**src/rtl/core/pvt_derating_factor_interpolator_macros.svh**
```systemverilog
// Assertion macros shared by the derating interpolator RTL.
// Each macro samples on clk and is switched off while rst is high.
`ifndef PVT_DERATING_FACTOR_INTERPOLATOR_MACROS_SVH
`define PVT_DERATING_FACTOR_INTERPOLATOR_MACROS_SVH

// The consequent must hold in the same cycle as the antecedent.
`define PVTDF_ASSERT_IMP(lbl, ante, cons, msg) \
  lbl: assert property (@(posedge clk) disable iff (rst) (ante) |-> (cons)) \
    else $error(msg);

// The consequent must hold at the delay dly after the antecedent.
`define PVTDF_ASSERT_DLY(lbl, ante, dly, cons, msg) \
  lbl: assert property (@(posedge clk) disable iff (rst) (ante) |-> ##dly (cons)) \
    else $error(msg);

`endif

```
**src/rtl/core/pvtdf_pkg.sv**
```systemverilog
package pvtdf_pkg;

  localparam int VOLT_POINTS   = 7;
  localparam int TEMP_POINTS   = 15;
  localparam int FRACTION_BITS = 16;

  localparam int FIX_W   = 17;
  localparam int VOLT_W  = 11;
  localparam int TEMP_W  = 12;
  localparam int PROC_W  = 3;
  localparam int VSEG_W  = $clog2(VOLT_POINTS);
  localparam int TSEG_W  = $clog2(TEMP_POINTS);
  localparam int DIFF_W  = FIX_W + 1;
  localparam int VOFF_W  = 6;
  localparam int TOFF_W  = 8;
  localparam int VPROD_W = DIFF_W + VOFF_W + 1;
  localparam int TPROD_W = DIFF_W + TOFF_W + 1;
  localparam int VMAG_W  = VPROD_W - 1;
  localparam int TMAG_W  = TPROD_W - 1;

  // Division by a segment width is a multiply by a rounded-up reciprocal.
  // Products stay below 2^20, so with a 32-bit shift the quotient is exact.
  localparam int RECIP_SHIFT = 32;
  localparam int RECIP_W     = 27;
  localparam int VQ_W        = VMAG_W + RECIP_W - RECIP_SHIFT;
  localparam int TQ_W        = TMAG_W + RECIP_W - RECIP_SHIFT;
  localparam int SUM_W       = TQ_W + 1;

  localparam logic [63:0] MICRO        = 64'd1000000;
  localparam logic [63:0] ONE_SHIFTED  = 64'd1 << RECIP_SHIFT;
  localparam logic [63:0] VOLT_STEP    = 64'd40;
  localparam logic [63:0] TEMP_STEP_S  = 64'd100;
  localparam logic [63:0] TEMP_STEP_L  = 64'd150;

  localparam logic [RECIP_W-1:0] VOLT_RECIP =
    RECIP_W'((ONE_SHIFTED + VOLT_STEP - 64'd1) / VOLT_STEP);
  localparam logic [RECIP_W-1:0] TEMP_RECIP_S =
    RECIP_W'((ONE_SHIFTED + TEMP_STEP_S - 64'd1) / TEMP_STEP_S);
  localparam logic [RECIP_W-1:0] TEMP_RECIP_L =
    RECIP_W'((ONE_SHIFTED + TEMP_STEP_L - 64'd1) / TEMP_STEP_L);

  // Millionths to fixed point, rounding halves up.
  function automatic logic [FIX_W-1:0] to_fixed(input logic [31:0] micro);
    logic [63:0] v;
    v = ({32'd0, micro} << FRACTION_BITS) + (MICRO >> 1);
    return FIX_W'(v / MICRO);
  endfunction

  localparam logic [VOLT_W-1:0] VOLT_X [VOLT_POINTS] = '{
    11'd1080, 11'd1120, 11'd1160, 11'd1200, 11'd1240, 11'd1280, 11'd1320
  };

  localparam logic [FIX_W-1:0] VOLT_Y_FX [VOLT_POINTS] = '{
    to_fixed(32'd1121557), to_fixed(32'd1075332), to_fixed(32'd1035161),
    to_fixed(32'd1000000), to_fixed(32'd968480),  to_fixed(32'd940065),
    to_fixed(32'd914482)
  };

  localparam logic signed [TEMP_W-1:0] TEMP_X [TEMP_POINTS] = '{
    -12'sd250, -12'sd150, 12'sd0,    12'sd150,  12'sd250,
    12'sd350,  12'sd450,  12'sd550,  12'sd650,  12'sd750,
    12'sd850,  12'sd950,  12'sd1050, 12'sd1150, 12'sd1250
  };

  localparam logic [FIX_W-1:0] TEMP_Y_FX [TEMP_POINTS] = '{
    to_fixed(32'd897498),  to_fixed(32'd917532),  to_fixed(32'd948338),
    to_fixed(32'd979213),  to_fixed(32'd1000000), to_fixed(32'd1020305),
    to_fixed(32'd1040540), to_fixed(32'd1061831), to_fixed(32'd1082983),
    to_fixed(32'd1103817), to_fixed(32'd1124124), to_fixed(32'd1144245),
    to_fixed(32'd1164563), to_fixed(32'd1184370), to_fixed(32'd1204966)
  };

  // Reciprocal of each temperature segment width, segment by segment.
  localparam logic [RECIP_W-1:0] TEMP_RECIP [TEMP_POINTS-1] = '{
    TEMP_RECIP_S, TEMP_RECIP_L, TEMP_RECIP_L, TEMP_RECIP_S, TEMP_RECIP_S,
    TEMP_RECIP_S, TEMP_RECIP_S, TEMP_RECIP_S, TEMP_RECIP_S, TEMP_RECIP_S,
    TEMP_RECIP_S, TEMP_RECIP_S, TEMP_RECIP_S, TEMP_RECIP_S
  };

  localparam logic [FIX_W-1:0] PROC_Y_FX [3] = '{
    to_fixed(32'd1174235), to_fixed(32'd1000000), to_fixed(32'd876148)
  };

  localparam logic [PROC_W-1:0] CORNER_FAST = 3'd1;
  localparam logic [PROC_W-1:0] CORNER_SLOW = 3'd3;

  typedef struct packed {
    logic             vv;
    logic             tv;
    logic             pv;
    logic [FIX_W-1:0] pf;
  } pass_t;

endpackage

```
**src/rtl/core/pvt_derating_factor_interpolator.sv**
```systemverilog
// An accepted transaction passes through the register stages below, and its result
// shows with done high once the final add stage has registered it.
// Throughput: one transaction per cycle; busy is always low and nothing stalls.
// The five register stages are segment search, table lookup, slope multiply,
// reciprocal multiply and final add.
// Reset clears the stage valid bits and done; data registers are not reset.
`include "pvt_derating_factor_interpolator_macros.svh"

module pvt_derating_factor_interpolator
  import pvtdf_pkg::*;
(
  input  logic                     clk,
  input  logic                     rst,
  input  logic                     start,
  output logic                     busy,
  input  logic [VOLT_W-1:0]        voltage_mv,
  input  logic signed [TEMP_W-1:0] temperature_tenths,
  input  logic [PROC_W-1:0]        process_corner,
  output logic                     done,
  output logic [FIX_W-1:0]         voltage_factor,
  output logic [FIX_W-1:0]         temperature_factor,
  output logic [FIX_W-1:0]         process_factor,
  output logic                     voltage_valid,
  output logic                     temperature_valid,
  output logic                     process_valid
);

  // Stage valid bits
  logic s1_valid, s2_valid, s3_valid, s4_valid;

  // Stage 1: segment search
  logic [VOLT_W-1:0]        s1_volt;
  logic signed [TEMP_W-1:0] s1_temp;
  logic [VSEG_W-1:0]        s1_vseg;
  logic [TSEG_W-1:0]        s1_tseg;
  pass_t                    s1_pass;
  logic [VSEG_W-1:0]        vseg_next;
  logic [TSEG_W-1:0]        tseg_next;
  pass_t                    pass_next;

  // Stage 2: offsets and table values
  logic [VOFF_W-1:0]        s2_voff;
  logic [TOFF_W-1:0]        s2_toff;
  logic signed [DIFF_W-1:0] s2_vdiff, s2_tdiff;
  logic [FIX_W-1:0]         s2_vy1, s2_ty1;
  logic [RECIP_W-1:0]       s2_trecip;
  pass_t                    s2_pass;
  logic [VOLT_W-1:0]        voff_full;
  logic signed [TEMP_W-1:0] toff_full;

  // Stage 3: slope times offset, as sign and magnitude
  logic [VMAG_W-1:0]        s3_vmag;
  logic [TMAG_W-1:0]        s3_tmag;
  logic                     s3_vneg, s3_tneg;
  logic [FIX_W-1:0]         s3_vy1, s3_ty1;
  logic [RECIP_W-1:0]       s3_trecip;
  pass_t                    s3_pass;
  logic signed [VPROD_W-1:0] vprod;
  logic signed [TPROD_W-1:0] tprod;

  // Stage 4: quotients
  logic [VQ_W-1:0]          s4_vq;
  logic [TQ_W-1:0]          s4_tq;
  logic                     s4_vneg, s4_tneg;
  logic [FIX_W-1:0]         s4_vy1, s4_ty1;
  pass_t                    s4_pass;
  logic [VMAG_W+RECIP_W-1:0] vq_full;
  logic [TMAG_W+RECIP_W-1:0] tq_full;

  // Final sums
  logic signed [SUM_W-1:0]  vsum, tsum;

  assign busy = 1'b0;

  always_comb begin
    vseg_next = '0;
    tseg_next = '0;
    for (int i = 1; i < VOLT_POINTS - 1; i++) begin
      if (voltage_mv >= VOLT_X[i]) vseg_next = VSEG_W'(i);
    end
    for (int i = 1; i < TEMP_POINTS - 1; i++) begin
      if (temperature_tenths >= TEMP_X[i]) tseg_next = TSEG_W'(i);
    end
    pass_next.vv = (voltage_mv >= VOLT_X[0]) && (voltage_mv <= VOLT_X[VOLT_POINTS-1]);
    pass_next.tv = (temperature_tenths >= TEMP_X[0]) &&
                   (temperature_tenths <= TEMP_X[TEMP_POINTS-1]);
    pass_next.pv = process_corner inside {[CORNER_FAST:CORNER_SLOW]};
    pass_next.pf = pass_next.pv ? PROC_Y_FX[2'(process_corner - CORNER_FAST)] : '0;
  end

  always_ff @(posedge clk) begin
    s1_volt <= voltage_mv;
    s1_temp <= temperature_tenths;
    s1_vseg <= vseg_next;
    s1_tseg <= tseg_next;
    s1_pass <= pass_next;
  end

  // The last breakpoint falls in the final segment with a full-width offset,
  // which lands exactly on its table value.
  assign voff_full = s1_volt - VOLT_X[s1_vseg];
  assign toff_full = s1_temp - TEMP_X[s1_tseg];

  always_ff @(posedge clk) begin
    s2_voff   <= voff_full[VOFF_W-1:0];
    s2_toff   <= toff_full[TOFF_W-1:0];
    s2_vdiff  <= $signed({1'b0, VOLT_Y_FX[s1_vseg + VSEG_W'(1)]}) -
                 $signed({1'b0, VOLT_Y_FX[s1_vseg]});
    s2_tdiff  <= $signed({1'b0, TEMP_Y_FX[s1_tseg + TSEG_W'(1)]}) -
                 $signed({1'b0, TEMP_Y_FX[s1_tseg]});
    s2_vy1    <= VOLT_Y_FX[s1_vseg];
    s2_ty1    <= TEMP_Y_FX[s1_tseg];
    s2_trecip <= TEMP_RECIP[s1_tseg];
    s2_pass   <= s1_pass;
  end

  assign vprod = s2_vdiff * $signed({1'b0, s2_voff});
  assign tprod = s2_tdiff * $signed({1'b0, s2_toff});

  always_ff @(posedge clk) begin
    s3_vneg   <= vprod[VPROD_W-1];
    s3_tneg   <= tprod[TPROD_W-1];
    s3_vmag   <= vprod[VPROD_W-1] ? VMAG_W'(-vprod) : VMAG_W'(vprod);
    s3_tmag   <= tprod[TPROD_W-1] ? TMAG_W'(-tprod) : TMAG_W'(tprod);
    s3_vy1    <= s2_vy1;
    s3_ty1    <= s2_ty1;
    s3_trecip <= s2_trecip;
    s3_pass   <= s2_pass;
  end

  // Dividing the magnitude truncates toward zero once the sign is put back.
  assign vq_full = s3_vmag * VOLT_RECIP;
  assign tq_full = s3_tmag * s3_trecip;

  always_ff @(posedge clk) begin
    s4_vq   <= vq_full[VMAG_W+RECIP_W-1:RECIP_SHIFT];
    s4_tq   <= tq_full[TMAG_W+RECIP_W-1:RECIP_SHIFT];
    s4_vneg <= s3_vneg;
    s4_tneg <= s3_tneg;
    s4_vy1  <= s3_vy1;
    s4_ty1  <= s3_ty1;
    s4_pass <= s3_pass;
  end

  assign vsum = s4_vneg ? (SUM_W'(s4_vy1) - SUM_W'(s4_vq)) : (SUM_W'(s4_vy1) + SUM_W'(s4_vq));
  assign tsum = s4_tneg ? (SUM_W'(s4_ty1) - SUM_W'(s4_tq)) : (SUM_W'(s4_ty1) + SUM_W'(s4_tq));

  always_ff @(posedge clk) begin
    voltage_valid      <= s4_pass.vv;
    temperature_valid  <= s4_pass.tv;
    process_valid      <= s4_pass.pv;
    process_factor     <= s4_pass.pf;
    voltage_factor     <= (s4_pass.vv && !vsum[SUM_W-1]) ? vsum[FIX_W-1:0] : '0;
    temperature_factor <= (s4_pass.tv && !tsum[SUM_W-1]) ? tsum[FIX_W-1:0] : '0;
  end

  always_ff @(posedge clk) begin
    if (rst) begin
      s1_valid <= 1'b0;
      s2_valid <= 1'b0;
      s3_valid <= 1'b0;
      s4_valid <= 1'b0;
      done     <= 1'b0;
    end else begin
      s1_valid <= start && !busy;
      s2_valid <= s1_valid;
      s3_valid <= s2_valid;
      s4_valid <= s3_valid;
      done     <= s4_valid;
    end
  end

  `PVTDF_ASSERT_DLY(a_latency, start && !busy, 5, done, "result transaction missing")
  `PVTDF_ASSERT_IMP(a_volt_span, done && voltage_valid,
    (voltage_factor <= VOLT_Y_FX[0]) && (voltage_factor >= VOLT_Y_FX[VOLT_POINTS-1]),
    "voltage factor outside table span")
  `PVTDF_ASSERT_IMP(a_temp_span, done && temperature_valid,
    (temperature_factor >= TEMP_Y_FX[0]) && (temperature_factor <= TEMP_Y_FX[TEMP_POINTS-1]),
    "temperature factor outside table span")
  `PVTDF_ASSERT_IMP(a_proc_value, done && process_valid,
    (process_factor == PROC_Y_FX[0]) || (process_factor == PROC_Y_FX[1]) ||
    (process_factor == PROC_Y_FX[2]), "process factor not a corner value")

endmodule

```
**config.mk**
```make
export PLATFORM = sky130hd
export DESIGN_NAME = pvt_derating_factor_interpolator
export DESIGN_NICKNAME = d
export VERILOG_FILES = /design/src/rtl/core/pvtdf_pkg.sv /design/src/rtl/core/pvt_derating_factor_interpolator.sv
export VERILOG_INCLUDE_DIRS = /design/src /design/src/rtl/core
export SDC_FILE = /design/constraint.sdc
export NUM_CORES = 2
export LEC_CHECK = 0
export BUFFER_PORTS_ARGS = -buffer_cell sky130_fd_sc_hd__buf_2
export CAP_MARGIN = 20
export CORE_MARGIN = 3
export CORE_UTILIZATION = 45
export DETAILED_ROUTE_END_ITERATION = 6
export GPL_ROUTABILITY_DRIVEN = 1
export PLACE_DENSITY = 0.6
export SLEW_MARGIN = 20
export SYNTH_ARGS = -nofsm -noshare
export SYNTH_HDL_FRONTEND = slang
export SYNTH_SLANG_ARGS = --single-unit
```
**constraint.sdc**
```tcl
create_clock -name clk -period 10.7 [get_ports clk]
set_input_delay 0 -clock clk [delete_from_list [all_inputs] [get_ports clk]]
set_output_delay 0 -clock clk [all_outputs]
set_load 0.005 [all_outputs]
```
==> flow_summary.json <==
{
  "r2r_start": "s3_trecip[19]",
  "avgSynthCellArea_um2": 9.56,
  "cp-start-kind": "flop",
  "fp.dieH_um": 324,
  "skew_ps": 28.2,
  "routed_wl_um": 108000,
  "cts_tree": "done",
  "path_cells": "nand2_1 > fa_1 > inv_1 > fa_1 > inv_1 > fa_1 > fa_1 > inv_1 > fa_1 > fa_1 > inv_1 > fa_1 > inv_1 > ha_1 > and3_1 > nor3b_1 > o2111ai_1 > o21ai_0 > o21ai_0 > nand3_1 > nand2_1 > o311ai_0 > a21oi_1 > xnor2_1",
  "maxCapViolCount": 0,
  "crit_family": "adder cells",
  "synthCells": 4744,
  "timing.fmax_mhz": 115,
  "synth_top_family_by_area": "adder cells",
  "synth-seq-area-share": 0.146,
  "die_w_um": 324,
  "hold_viol": 0,
  "tightest_slew_ps": 1150,
  "ys_top_cells_by_count": "1166 x inv_1, 750 x fa_1, 678 x ha_1, 330 x dfxtp_1, 257 x nand2_1",
  "rows": 115,
  "avgViaCountPerCell": 5.05,
  "cp_common_cell": "fa_1",
  "antenna_found_initial": 2,
  "drtAntennaViolNets": 0,
  "drv_slew": 0,
  "numCtsBuffers": 41,
  "drc": 0,
  "synth_flop_cell": "dfxtp_1",
  "post-synth-top-count-cell": "inv_1",
  "end_kind": "flop",
  "post-route-min-period_ps": 8660,
  "hold_start": "voltage_mv[8]",
  "area_growth_pct": 7.77,
  "finalSetupViolCount": 0,
  "grt_overflow": 0,
  "cts.sinks": 330,
  "synth_area_leaders": "fa_1 33%, ha_1 19%, dfxtp_1 15%",
  "synth_edf_count": 0,
  "h-tree-depth": 2,
  "yosys.area.top_type": "fa_1",
  "grt_max_degree": 42,
  "io_buffers": 78,
  "grt_pass1_vias": 32000,
  "dp_hpwl_um": 94100,
  "synth_xor_area_frac": 0.0384,
  "synth.area.mux_share": 0.00229,
  "finalCritPeriodShare": 0.809,
  "synthDistinctLibCells": 94,
  "synth-simple-area-share": 0.104,
  "synth_warnings": 0,
  "max_stage_delay_ps": 1070,
  "outcome": "finished clean",
  "io_pins": 85,
  "first_pass_iters": 5,
  "netlist_area_um2": 45400,
  "path_buf_inv": 5,
  "crit_path_top_delay_cell": "dfxtp_1",
  "drt_iter0_markers": 1625,
  "ctsResizeCount": 0,
  "finalSetupTns_ps": 0,
  "insertion_delay_ps": 590,
  "synth_adder_area_share": 0.518,
  "startpoint": "s3_trecip[19]",
  "track_usage": 0.214,
  "synth_seq_cells": 330,
  "gp_congestion": 0.947,
  "synth_top_area_frac": 0.331,
  "cp.required_ps": 11160,
  "drive_gt1_frac": 0.0414,
  "num_vias": 31000,
  "synth_compound_area_frac": 0.0863,
  "rsz0062_at_grt": "no",
  "wl_per_cell_um": 17.6,
  "min_path_type": "in2reg",
  "grt_pass1_wl_um": 175000,
  "critPathKind": "reg2reg",
  "core_area_um2": 99100,
  "slew_headroom": 0.236,
  "start_util": 0.458,
  "ctsLongestPathBuffers": 3,
  "critPathArrivalTime_ps": 9120,
  "nets": 6285,
  "root_buffer": "clkbuf_16",
  "clk_pin_slew_ps": 60,
  "crit_fanout": 27,
  "dieArea_um2": 105000,
  "async_flop_share": 0
}
[cell families (layout without fill, tap and decap cells)]
logic type / count (synthesis) / in the layout
buffers and inverters: 1256 / 1365
other: 1 / 7
AOI/OAI and AO/OA: 595 / 595
and+or+nand+nor: 926 / 926
xor gates and xnor gates: 199 / 199
muxes: 9 / 9
adders and majority gates: 1428 / 1428
DFF: 330 / 330
[cells in the final DEF (no fill, tap or decap), types with 23 or more instances in the layout]
cell / synthesis / final
dfxtp_1: 330 / 330
nand2_1: 257 / 257
xor2_1: 74 / 74
buf_2: 4 / 78
nor2b_1: 35 / 35
clkbuf_16: 0 / 41
dlygate4sd3_1: 0 / 41
a21oi_1: 168 / 168
xnor2_1: 125 / 125
nor2_1: 183 / 183
o21ai_0: 121 / 121
nor3_1: 59 / 59
a211oi_1: 25 / 25
and2_1: 185 / 185
and3_1: 23 / 23
nand2b_1: 28 / 28
a31oi_1: 24 / 24
inv_1: 1166 / 1166
fa_1: 750 / 750
ha_1: 678 / 678
nand3_1: 50 / 50
a21o_1: 69 / 69
[worst register-to-register path, delay by kind of cell (launching register included)]
| family | cells | cell delay, ps |
|---|---|---|
| fa+ha+maj | 8 | 4040 |
| buf+inv | 5 | 250 |
| simple gates | 5 | 1340 |
| flops | 1 | 1070 |
| xor+xnor | 1 | 150 |
| compound gates | 5 | 1690 |
[metrics by stage]
step / util / std cells / worst slack (ps) / area, um2 / hold slack, ps
2_1_floorplan: - / 4749 / 3750 / 45400 / 27.7
3_3_place_gp: 0.474 / 6031 / 2350 / 47000 / 120
3_5_place_dp: 0.474 / 6031 / 2270 / 47000 / 119
4_1_cts: 0.493 / 6145 / 2210 / 48900 / 32.3
5_1_grt: 0.493 / 6145 / 1620 / 48900 / 62.8
6_report: 0.493 / 6146 / 2040 / 48900 / 71.6
[routing by layer]
metal / vias up / share of wire / track usage
met5: - / 0 / 0
met4: 0 / 0.015 / 0.0357
met3: 86 / 0.065 / 0.0410
met2: 653 / 0.43 / 0.324
met1: 15200 / 0.49 / 0.321
li1: 15000 / - / -
[registers in the layout, summed over array words and instances, names as in the netlist, 6 cells and up]
name / count
s1_volt: 6
s2_ty1: 16
s2_pass: 7
s3_vy1: 13
s4_vy1: 13
s3_ty1: 16
voltage_factor: 17
temperature_factor: 17
s2_toff: 8
s2_vdiff: 18
s3_pass: 7
s1_temp: 8
s1_pass: 7
s4_tq: 21
s4_pass: 7
s4_vq: 19
s2_tdiff: 18
s3_tmag: 26
s3_vmag: 24
s2_vy1: 13
s2_voff: 6
s4_ty1: 16
[path summary, 6_finish.rpt]
| kind | end | cells after the start | slack [ps] |
|---|---|---|---|
| max | s4_tq[19] | 24 | 2040 |
| min | s1_vseg[0] | 5 | 70 |
| max reg2reg | s4_tq[19] | 24 | 2040 |
| min reg2reg | s4_vy1[16] | 0 | 310 |
[timing repair]
action                                 in CTS  in global routing
buffers inserted                            0                  0
endpoints found under the hold margin      33                  0
hold buffers                               41                  0
[layout make-up]
cell class	instances	area, um2
diodes	1	2.50
clock buffers	46	1060
clock inverters	27	384
fillers	9249	50200
inverters	1169	4390
multi-input cells	3163	34000
flip-flops and latches	330	6610
well taps	1287	1610
repair buffers	123	831
Power is not shown: default switching activity piles up to over one toggle a cycle in this logic, so the estimate is an artifact.
